### config.mk
export PLATFORM = sky130hd
export DESIGN_NAME = mep_cfg
export DESIGN_NICKNAME = d
export VERILOG_FILES = /design/src/rtl/core/mep_pkg.sv /design/src/rtl/core/mep_cfg.sv
export SDC_FILE = /design/constraint.sdc
export NUM_CORES = 1
export LEC_CHECK = 0
export ABC_AREA = 0
export BUFFER_PORTS_ARGS = -buffer_cell sky130_fd_sc_hd__buf_4
export CORE_MARGIN = 4
export CORE_UTILIZATION = 42
export DETAILED_ROUTE_END_ITERATION = 16
export PLACE_DENSITY = 0.69
export SLEW_MARGIN = 15
export SYNTH_ARGS = -nofsm -noshare
export SYNTH_HDL_FRONTEND = slang
export SYNTH_SLANG_ARGS = --single-unit
### constraint.sdc
create_clock -name clk -period 1.9 [get_ports clk]
set_clock_uncertainty 0.05 [all_clocks]
set_input_delay 0.285 -clock clk [delete_from_list [all_inputs] [get_ports clk]]
set_output_delay 0.285 -clock clk [all_outputs]
set_load 0.005 [all_outputs]
### src/rtl/core/mep_pkg.sv
// Shared package for the Mandelbrot escape-time pixel block.
// Holds word widths, register reset values, register codes, the controller
// command and status structs and the saturation helper. Depends on nothing.
package mep_pkg;

    localparam int WORD_BITS = 32;
    localparam int PROD_BITS = 64;
    localparam int STEP_BITS = 31;
    localparam int ITER_BITS = 8;
    localparam int CFG_INDEX_BITS = 3;

    localparam int DEF_COLUMN_BITS   = 11;
    localparam int DEF_ROW_BITS      = 10;
    localparam int DEF_FRACTION_BITS = 28;

    // Register codes on the configuration port.
    localparam logic [CFG_INDEX_BITS-1:0] REG_ORIGIN_REAL    = 3'd0;
    localparam logic [CFG_INDEX_BITS-1:0] REG_ORIGIN_IMAG    = 3'd1;
    localparam logic [CFG_INDEX_BITS-1:0] REG_STEP_REAL      = 3'd2;
    localparam logic [CFG_INDEX_BITS-1:0] REG_STEP_IMAG      = 3'd3;
    localparam logic [CFG_INDEX_BITS-1:0] REG_MAX_ITERATIONS = 3'd4;

    typedef struct packed {
        logic signed [WORD_BITS-1:0] origin_real;
        logic signed [WORD_BITS-1:0] origin_imag;
        logic        [STEP_BITS-1:0] step_real;
        logic        [STEP_BITS-1:0] step_imag;
        logic        [ITER_BITS-1:0] max_iterations;
    } mep_cfg_t;

    // Reset view: -2.0, -1.0, 3/1400, 2/700 and 32 iterations.
    localparam mep_cfg_t CFG_RESET = '{
        origin_real:    32'shE000_0000,
        origin_imag:    32'shF000_0000,
        step_real:      31'd575219,
        step_imag:      31'd766958,
        max_iterations: 8'd32
    };

    typedef struct packed {
        logic load;      // capture the pixel coordinates
        logic map_mul;   // index times step on the multiplier set
        logic map_add;   // add origin, saturate, clear z
        logic iter_mul;  // square terms and cross term of z
        logic iter_upd;  // write the new z
        logic finish;    // register the result and strobe it
    } mep_cmd_t;

    typedef struct packed {
        logic escaped;
    } mep_stat_t;

    localparam logic signed [PROD_BITS-1:0] SAT_HI = 64'sh0000_0000_7FFF_FFFF;
    localparam logic signed [PROD_BITS-1:0] SAT_LO = 64'shFFFF_FFFF_8000_0000;

    function automatic logic signed [WORD_BITS-1:0] sat_word(
        input logic signed [PROD_BITS-1:0] v
    );
        logic signed [WORD_BITS-1:0] r;
        priority if (v > SAT_HI)
        begin
            r = SAT_HI[WORD_BITS-1:0];
        end
        else if (v < SAT_LO)
        begin
            r = SAT_LO[WORD_BITS-1:0];
        end
        else
        begin
            r = v[WORD_BITS-1:0];
        end
        return r;
    endfunction

endpackage

### src/rtl/core/mep_cfg.sv
// Configuration register file for the Mandelbrot escape-time pixel block.
// Depends on mep_pkg for the register codes, field widths and reset values.
module mep_cfg
    import mep_pkg::*;
(
    input  logic                      clk,
    input  logic                      rst_n,
    input  logic                      cfg_we,
    input  logic [CFG_INDEX_BITS-1:0] cfg_index,
    input  logic [WORD_BITS-1:0]      cfg_data,
    output mep_cfg_t                  cfg
);

    mep_cfg_t cfg_reg;

    // Writes to an unused index are dropped; upper data bits are ignored.
    always_ff @(posedge clk or negedge rst_n)
    begin
        if (!rst_n)
        begin
            cfg_reg <= CFG_RESET;
        end
        else if (cfg_we)
        begin
            unique case (cfg_index)
                REG_ORIGIN_REAL:    cfg_reg.origin_real    <= $signed(cfg_data);
                REG_ORIGIN_IMAG:    cfg_reg.origin_imag    <= $signed(cfg_data);
                REG_STEP_REAL:      cfg_reg.step_real      <= cfg_data[STEP_BITS-1:0];
                REG_STEP_IMAG:      cfg_reg.step_imag      <= cfg_data[STEP_BITS-1:0];
                REG_MAX_ITERATIONS: cfg_reg.max_iterations <= cfg_data[ITER_BITS-1:0];
                default:            cfg_reg                <= cfg_reg;
            endcase
        end
    end

    assign cfg = cfg_reg;

endmodule

==> impl_results.md <==
* CP Capture Type: output pin
* R2R depth at 1
* Filler cells at roughly 910
* Setup-failing EPs final at 0
* Largest family of logic cells by synthesized area: multiplexers
* Area delta synth->final at 41.7%
* Relative slew slack at 79.6%
* Avg Cell Area, Syn at 17.8 um2
* Gate power share at roughly a fifth
* Synthesized area at 5090 um2
* Core Util, Final at 61.9%
* Slew of the pin with the lowest slew margin at just over 300 ps
* Min-Delay Startpoint: cfg_data[31]
* Final setup margin at 516 ps
* Vias/cell at ~5.0
* Synthesized flop and latch total at about 130
* GP Congestion at between 0.7 and 0.8
* Synth unique cells at 10
* CTS H-tree lvls at 4
* Hold path depth at 2
* Final Cell Area at 7220 um2
* Largest net degree at the start of global routing at 43
* Initial DRC count at 127
* WP buf/inv at 1
* RSZ-0062 raised after global routing: false
* Slowest stage cell, crit path: dfstp_2
* Synth Area in Compound Gates at 0%
* Max FO, Critical Path at 2
* Total wire length at 11600 um
* Post-CTS setup buffer count at 0
* I/O pin cnt at between 150 and 200
* Via count at 3165
* CP top delay family: flip-flops
* Post-Layout Cell Count at 630
* Placed Cells at ~600
* Power share of the clock group at about 37%
* Net Sw Power at 2.15 mW
* Max-cap violations at 0
* Tot GR Track Use at 17.4%
* Post-Syn Instances at around 290
* R2R Path Start: cfg[128]
* Initial Util at 43.7%
* Final net count at about 510
* Vias in the first global route at between 3000 and 4000
* CTS root buf: clkbuf_16
* Max reg flops at 134
* Pre-CTS setup slack at between 300 and 400 ps
* Max Clk Rate at 723 MHz
* Net Count, Synth at about 330
* Period utilisation layout at between 70 and 80%
* Hold Crit Class: in2reg
* Worst vdd ir at 0.720 mV
* Skew-Pair Late Insertion Delay at just over 400 ps
* Fin Hold WS at about 65 ps
* Max incr delay on CP at 540 ps
* DP Wirelength at 8120 um
* Mux cell area share after synthesis at just under 30%
* Core Region at 11700 um2
* Initial antenna violation count at 0
* Worst R2R Setup Slack at 1060 ps
* Int Power at 7.16 mW
* ANT nets after route at 0
* Post-synthesis simple-gate area fraction at 1.28%
* Xor/xnor share of the synthesized area at 0%
* Sequential share of power at 42.4%
* Overall die area at between 10000 and 15000 um2
* Pwr Density at between 1000 and 1500 nW/um2
* TritonCTS clock tree: yes
* Data arrival time of the worst path at about 1100 ps
* Global-route wire length before repair at 19000 um
* Num rows at 39
* Min Tclk post-route at roughly 1400 ps
* Drt first pass iters at 4
* Sink Count at 134
* Post-DP Area at ~6600 um2
* Antenna Cells at 0
* Design Power at 9.30 mW
* Routed len/inst at 18.5 um
* Seq/Total Area, Yosys at between 60 and 70%
* Chip Width at 118 um
* Switch share at 23.1%
* Clock-pin transition on the worst setup and hold timing paths at 60 ps
* Required @ worst endpoint at 1560 ps
* Share of cells above drive strength 1 at 76.8%
* Die height at 118 um
* Hold worst-path end: cfg[133]
* Area share of fa/ha/maj cells after synthesis at 0%
* Leak at 3.34 nW
* CP Cell Sequence: buf_4
* Final Hold Fails at 0
* Status: finished, final reports clean
* Setup CP Type: reg2out
* DRC violations left at 0
* Clock Path Buffers at 2
* Setup_tns at 0 ps
* Worst r2r dst: cfg[128]
* GRT overflow at 0
* Post_cts resized at 0
* Slew Limit Fails at 0
* Worst setup SP type: flop
* Inserted Clock Buffers at 17
* Synth warnings at 0
* Port Buffer Count at 171
cells in the mapped netlist, drive strengths merged:
cell type / number / area (um2)
mux2: 134 / 1510
dfrtp: 101 / 2530
dfstp: 33 / 867
buf: 14 / 126
nor4bb: 2 / 20.0
and4bb: 1 / 12.5
nand4b: 1 / 8.76
nor4b: 1 / 23.8
worst max path at each step:
stage	from	end	slack, ps	cells after the start
floorplan	cfg_index[0]	cfg[102]	520	3
CTS	cfg[53]	cfg[53]	490	1
detailed placement	cfg_index[1]	cfg[89]	310	4
finish	cfg[53]	cfg[53]	520	1
global route	cfg[43]	cfg[43]	470	1
global placement	cfg_index[1]	cfg[95]	350	4
per-layer routing:
metal  share of wire (%)  wire length [um]  global-route usage, %
met1                  42              4850                   21.3
met2                  48              5640                   27.2
met3                 7.9               926                   7.45
met4                 2.0               230                   7.47
met5                   0                 0                      0
layout by cell type, fill, tap and decap left out, types with 2 or more instances in the layout:
master     Yosys  layout
clkinv_2       0       6
clkbuf_8       0       3
buf_4          0     176
dfstp_2       33      33
dfrtp_1      101     101
mux2_1         7       7
clkbuf_16      0      17
mux2_2       127     127
clkbuf_1       0       2
bufinv_16      0       4
buf_12         0       5
what timing repair did:
action,in CTS,in global routing
setup endpoints to repair,0,0
endpoints found under the hold margin,19,0
hold buffers,1,0
logic make-up (layout without fill, tap and decap cells):
kind of cell	Yosys count	after routing
multiplexers	134	134
flip-flops	134	134
buffers and inverters	14	214
AND/OR/NAND/NOR	5	5
power by group through the flow:
| stage | clock network (mW) | registers, mW | logic, mW |
|---|---|---|---|
| 6_report | 3.44 | 3.95 | 1.92 |
| 2_1_floorplan | 0 | 3.99 | 0.599 |
| 5_1_grt | 3.65 | 4.03 | 2.08 |
| 4_1_cts | 3.50 | 3.96 | 1.97 |
| 3_5_place_dp | 0 | 3.99 | 1.96 |
| 3_3_place_gp | 0 | 3.96 | 1.93 |
area by class of cell:
| type | instances | area, um2 | share of cell area, % |
|---|---|---|---|
| clock buffers | 22 | 474 | 6.57 |
| multi-input cells | 139 | 1590 | 22.0 |
| repair buffers | 182 | 1430 | 19.8 |
| well taps | 143 | 179 | 2.48 |
| clock inverters | 10 | 150 | 2.08 |
| flip-flops and latches | 134 | 3390 | 47.0 |
No activity file was read; power rests on OpenSTA's default activity.
