File: config.mk
export PLATFORM = sky130hd
export DESIGN_NAME = mep_ctrl
export DESIGN_NICKNAME = d
export VERILOG_FILES = /design/src/rtl/core/mep_pkg.sv /design/src/rtl/core/mep_ctrl.sv
export SDC_FILE = /design/constraint.sdc
export NUM_CORES = 1
export LEC_CHECK = 0
export ABC_AREA = 1
export BUFFER_PORTS_ARGS = -buffer_cell sky130_fd_sc_hd__buf_2
export CELL_PAD_IN_SITES_DETAIL_PLACEMENT = 0
export CELL_PAD_IN_SITES_GLOBAL_PLACEMENT = 2
export CORE_AREA = 2 2 56 58
export DETAILED_ROUTE_END_ITERATION = 12
export DIE_AREA = 0 0 58 60
export PLACE_DENSITY = 0.78
export SYNTH_ARGS = -nofsm -noshare
export SYNTH_HDL_FRONTEND = slang
export SYNTH_SLANG_ARGS = --single-unit
File: constraint.sdc
create_clock -name clk -period 2.09 [get_ports clk]
set_input_delay 0.627 -clock clk [delete_from_list [all_inputs] [get_ports clk]]
set_output_delay 0.627 -clock clk [all_outputs]
set_load 0.02 [all_outputs]
File: src/rtl/core/mep_pkg.sv
// Shared package for the Mandelbrot escape-time pixel block.
// Holds word widths, register reset values, register codes, the controller
// command and status structs and the saturation helper. Depends on nothing.
package mep_pkg;

    localparam int WORD_BITS = 32;
    localparam int PROD_BITS = 64;
    localparam int STEP_BITS = 31;
    localparam int ITER_BITS = 8;
    localparam int CFG_INDEX_BITS = 3;

    localparam int DEF_COLUMN_BITS   = 11;
    localparam int DEF_ROW_BITS      = 10;
    localparam int DEF_FRACTION_BITS = 28;

    // Register codes on the configuration port.
    localparam logic [CFG_INDEX_BITS-1:0] REG_ORIGIN_REAL    = 3'd0;
    localparam logic [CFG_INDEX_BITS-1:0] REG_ORIGIN_IMAG    = 3'd1;
    localparam logic [CFG_INDEX_BITS-1:0] REG_STEP_REAL      = 3'd2;
    localparam logic [CFG_INDEX_BITS-1:0] REG_STEP_IMAG      = 3'd3;
    localparam logic [CFG_INDEX_BITS-1:0] REG_MAX_ITERATIONS = 3'd4;

    typedef struct packed {
        logic signed [WORD_BITS-1:0] origin_real;
        logic signed [WORD_BITS-1:0] origin_imag;
        logic        [STEP_BITS-1:0] step_real;
        logic        [STEP_BITS-1:0] step_imag;
        logic        [ITER_BITS-1:0] max_iterations;
    } mep_cfg_t;

    // Reset view: -2.0, -1.0, 3/1400, 2/700 and 32 iterations.
    localparam mep_cfg_t CFG_RESET = '{
        origin_real:    32'shE000_0000,
        origin_imag:    32'shF000_0000,
        step_real:      31'd575219,
        step_imag:      31'd766958,
        max_iterations: 8'd32
    };

    typedef struct packed {
        logic load;      // capture the pixel coordinates
        logic map_mul;   // index times step on the multiplier set
        logic map_add;   // add origin, saturate, clear z
        logic iter_mul;  // square terms and cross term of z
        logic iter_upd;  // write the new z
        logic finish;    // register the result and strobe it
    } mep_cmd_t;

    typedef struct packed {
        logic escaped;
    } mep_stat_t;

    localparam logic signed [PROD_BITS-1:0] SAT_HI = 64'sh0000_0000_7FFF_FFFF;
    localparam logic signed [PROD_BITS-1:0] SAT_LO = 64'shFFFF_FFFF_8000_0000;

    function automatic logic signed [WORD_BITS-1:0] sat_word(
        input logic signed [PROD_BITS-1:0] v
    );
        logic signed [WORD_BITS-1:0] r;
        priority if (v > SAT_HI)
        begin
            r = SAT_HI[WORD_BITS-1:0];
        end
        else if (v < SAT_LO)
        begin
            r = SAT_LO[WORD_BITS-1:0];
        end
        else
        begin
            r = v[WORD_BITS-1:0];
        end
        return r;
    endfunction

endpackage

File: src/rtl/core/mep_ctrl.sv
// Controller of the Mandelbrot escape-time pixel block: one-hot sequencer
// and iteration counter that steer mep_dpath. Depends on mep_pkg.
module mep_ctrl
    import mep_pkg::*;
(
    input  logic                 clk,
    input  logic                 rst_n,
    input  logic                 start,
    output logic                 busy,
    input  logic [ITER_BITS-1:0] max_iterations,
    input  mep_stat_t            stat,
    output mep_cmd_t             cmd
);

    typedef enum logic [4:0] {
        ST_IDLE     = 5'b00001,
        ST_MAP_MUL  = 5'b00010,
        ST_MAP_ADD  = 5'b00100,
        ST_ITER_MUL = 5'b01000,
        ST_ITER_UPD = 5'b10000
    } mep_state_t;

    mep_state_t           state_reg, state_next;
    logic [ITER_BITS-1:0] cnt_reg, cnt_next;

    always_comb
    begin
        state_next = state_reg;
        cnt_next   = cnt_reg;
        cmd        = '0;
        unique case (state_reg)
            ST_IDLE:
            begin
                if (start)
                begin
                    cmd.load   = 1'b1;
                    state_next = ST_MAP_MUL;
                end
            end
            ST_MAP_MUL:
            begin
                cmd.map_mul = 1'b1;
                state_next  = ST_MAP_ADD;
            end
            ST_MAP_ADD:
            begin
                cmd.map_add = 1'b1;
                cnt_next    = '0;
                state_next  = ST_ITER_MUL;
            end
            ST_ITER_MUL:
            begin
                cmd.iter_mul = 1'b1;
                state_next   = ST_ITER_UPD;
            end
            ST_ITER_UPD:
            begin
                // The products just formed belong to the latest z, so the
                // escape test for the previous iteration is made here.
                if (stat.escaped || (cnt_reg == max_iterations))
                begin
                    cmd.finish = 1'b1;
                    state_next = ST_IDLE;
                end
                else
                begin
                    cmd.iter_upd = 1'b1;
                    cnt_next     = cnt_reg + 1'b1;
                    state_next   = ST_ITER_MUL;
                end
            end
            default:
            begin
                state_next = ST_IDLE;
            end
        endcase
    end

    always_ff @(posedge clk or negedge rst_n)
    begin
        if (!rst_n)
        begin
            state_reg <= ST_IDLE;
            cnt_reg   <= '0;
        end
        else
        begin
            state_reg <= state_next;
            cnt_reg   <= cnt_next;
        end
    end

    assign busy = (state_reg != ST_IDLE);

    a_cmd_onehot: assert property (@(posedge clk) disable iff (!rst_n)
        $onehot0(cmd))
        else $error("mep_ctrl: more than one datapath command at once");

    a_accept_maps: assert property (@(posedge clk) disable iff (!rst_n)
        (state_reg == ST_IDLE && start) |=> (state_reg == ST_MAP_MUL))
        else $error("mep_ctrl: accepted item did not enter mapping");

    a_upd_next: assert property (@(posedge clk) disable iff (!rst_n)
        (state_reg == ST_ITER_UPD) |=>
            (state_reg == ST_ITER_MUL || state_reg == ST_IDLE))
        else $error("mep_ctrl: bad successor of the update step");

endmodule

==> qor.yml <==
grt_setup_unrepaired: "true"
final_util: 0.4220
pwr-share-clk: 0.216
antenna_left: 0
p_sw_mw: 0.2804
layout.nets: 177
antenna_found_initial: 0
drt_pass1_iterations: 5
preCtsSetupSlack_ps: -62.20
hold_path_class: "in2async"
die-height_um: 60
stdcell_area_mm2: 0.001225
seqPwrFrac: 0.417
relSlewSlack: 0.7943
p_sw_frac: 0.3768
largest_register_ffs: 8
whs_ps: 223.5
clock_skew_ps: 0.4937
finalMaxSlewViolations: 0
synth-seq-area-share: 0.3772
pwr_density_cell_mw_per_mm2: 607.5
fp.dieW_um: 58
gr-total-overflow: 0
viasPerCell: 4.510
multi_input_area_um2: 476.7
layout-drive-gt1-share: 0.4110
die_area_mm2: 0.003480
worstMarginPinSlew_ps: 308.6
vdd_ir_drop_max_mv: 0.5520
vias: 884
hold_viol_final: 0
synth_area_per_cell_um2: 7.097
drt-total-wl_um: 2045
arrival_ps: 1480
cts_buffers: 3
yosysTopAreaCellShare: 0.3468
critPathRequiredTime_ps: 1460
syn_nets: 135
syn_to_final_growth_pct: 41.47
violations: "setup timing"
drcViolationCount: 0
grt_pass1_vias: 883
end_kind: "primary output"
fin_ws_ps: -14.03
dp_hpwl_um: 1489
setup_viol: 1
final_cells: 196
outcome: "finished with violations"
p_leak_nw: 0.6890
netlist_instances: 122
h-tree-depth: 1
max_freq_mhz: 475.3
core_area_mm2: 0.002903
p_total_mw: 0.7442
yosysTopAreaCell: "dfrtp_1"
synth.distinct_cells: 23
syn_area_um2: 865.8
cts-root-buf: "clkbuf_4"
synth_area_leaders: "dfrtp_1 (35%), nand2_1 (17%), inv_1 (8.2%), nand3_1 (6.4%), xnor2_1 (5.1%)"
critPathLaunchType: "input pin"
portBuffers: 18
clk_path_buf_depth: 2
reg2reg_setup_slack_ps: 160
period_share: 1.007
rows: 20
seq_area_um2: 327.8
antenna_cells: 0
clkSlewWorstSetupHoldPaths_ps: 90
ys_ff_latch: 13
grt_pass1_wl_um: 3732
num-fill-cells: 325
track_usage: 0.1410
place_area_mm2: 0.001033
period_needed_ps: 2104
start_util: 0.2983
synth.yosys.warnings: 0
wl_per_cell_um: 10.43
dpl.cell_count: 178
crit_fanout: 2
cell_internal_pwr_mw: 0.4638
maxCapViolations: 0
drt_iter0_markers: 19
cts_sinks: 13
grt_max_degree: 14
ioPinCount: 19
place_congestion: 0.7645
p_comb_frac: 0.367
crit_type: "in2out"
tritoncts: "yes"
clk_latency_ps: 280
setup_tns_ps: -14.03
routing by layer:
metal / vias up / routed length [µm] / track usage
met5: - / 0 / 0
met2: 17 / 973 / 0.2370
met4: 0 / 18 / 0.06312
met3: 2 / 93 / 0.02381
li1: 461 / - / -
met1: 404 / 960 / 0.1776
worst max-delay path, cell delays in order:
cell and delay [ps]:
buf_2 110, xnor2_2 140, nand2_1 80, nor2_2 120
nand2_2 90, nand2_1 60, nand2_1 60, inv_1 60
buf_6 110
synthesized netlist by cell type (all sizes together):
cell / count
inv: 22
buf: 2
xor2: 2
ha: 1
nand2: 41
xnor2: 5
nor4: 2
nor2: 11
dfstp: 1
dfrtp: 12
nand4: 6
nand3: 13
or2: 1
nor3: 1
nor3b: 1
o21bai: 1
power groups by stage:
stage	Combinational [mW]	Sequential (mW)	Clock, mW
after global routing	0.304	0.313	0.179
final	0.273	0.310	0.161
after floorplan	0.164	0.308	0
after CTS	0.241	0.308	0.170
after detailed placement	0.234	0.313	0
after global placement	0.232	0.312	0
cells in the final DEF, fill, tap and decap left out, drive strengths merged, types with 2 or more instances in the layout:
cell type	n
nand2	41
dfrtp	12
buf	39
xnor2	5
nor2	11
inv	22
nor4	2
nand3	13
nand4	6
xor2	2
clkbuf	3
cells by family after synthesis:
group	after synthesis	share of synthesized area
compound gates	1	0.008674
xor+xnor	7	0.07081
fa+ha+maj	1	0.01445
buf+inv	24	0.1142
flops	13	0.3772
simple gates	76	0.4148
final cells by class:
class                      count  area share
clock buffer                   3     0.01839
clock inverter                 1    0.004086
inverter                      22     0.06742
multi-input combinational     85      0.3892
sequential                    13      0.2676
tap                           33     0.03371
timing repair buffer          39      0.2196
what timing repair did:
item	CTS	global route
hold buffers	0	0
hold endpoints to repair	0	0
setup endpoints to repair	2	5
buffers inserted	12	3
pin swaps	8	7
gates resized for setup	6	14
worst paths after layout:
path                                     startpoint                  endpoint  cells past startpoint
setup / recovery                  max_iterations[1]                    cmd[0]                      9
hold / removal                                rst_n  state_reg[4]$_DFFE_PN0P_                      1
setup reg to reg             cnt_reg[3]$_DFFE_PN0P_  state_reg[0]$_DFFE_PN1P_                     16
hold reg to reg            state_reg[4]$_DFFE_PN0P_  state_reg[2]$_DFFE_PN0P_                      1
max in group asynchronous                     rst_n  state_reg[0]$_DFFE_PN1P_                      1
min in group clk           state_reg[4]$_DFFE_PN0P_  state_reg[2]$_DFFE_PN0P_                      1
Note: power is estimated with default switching activity, not from simulation.
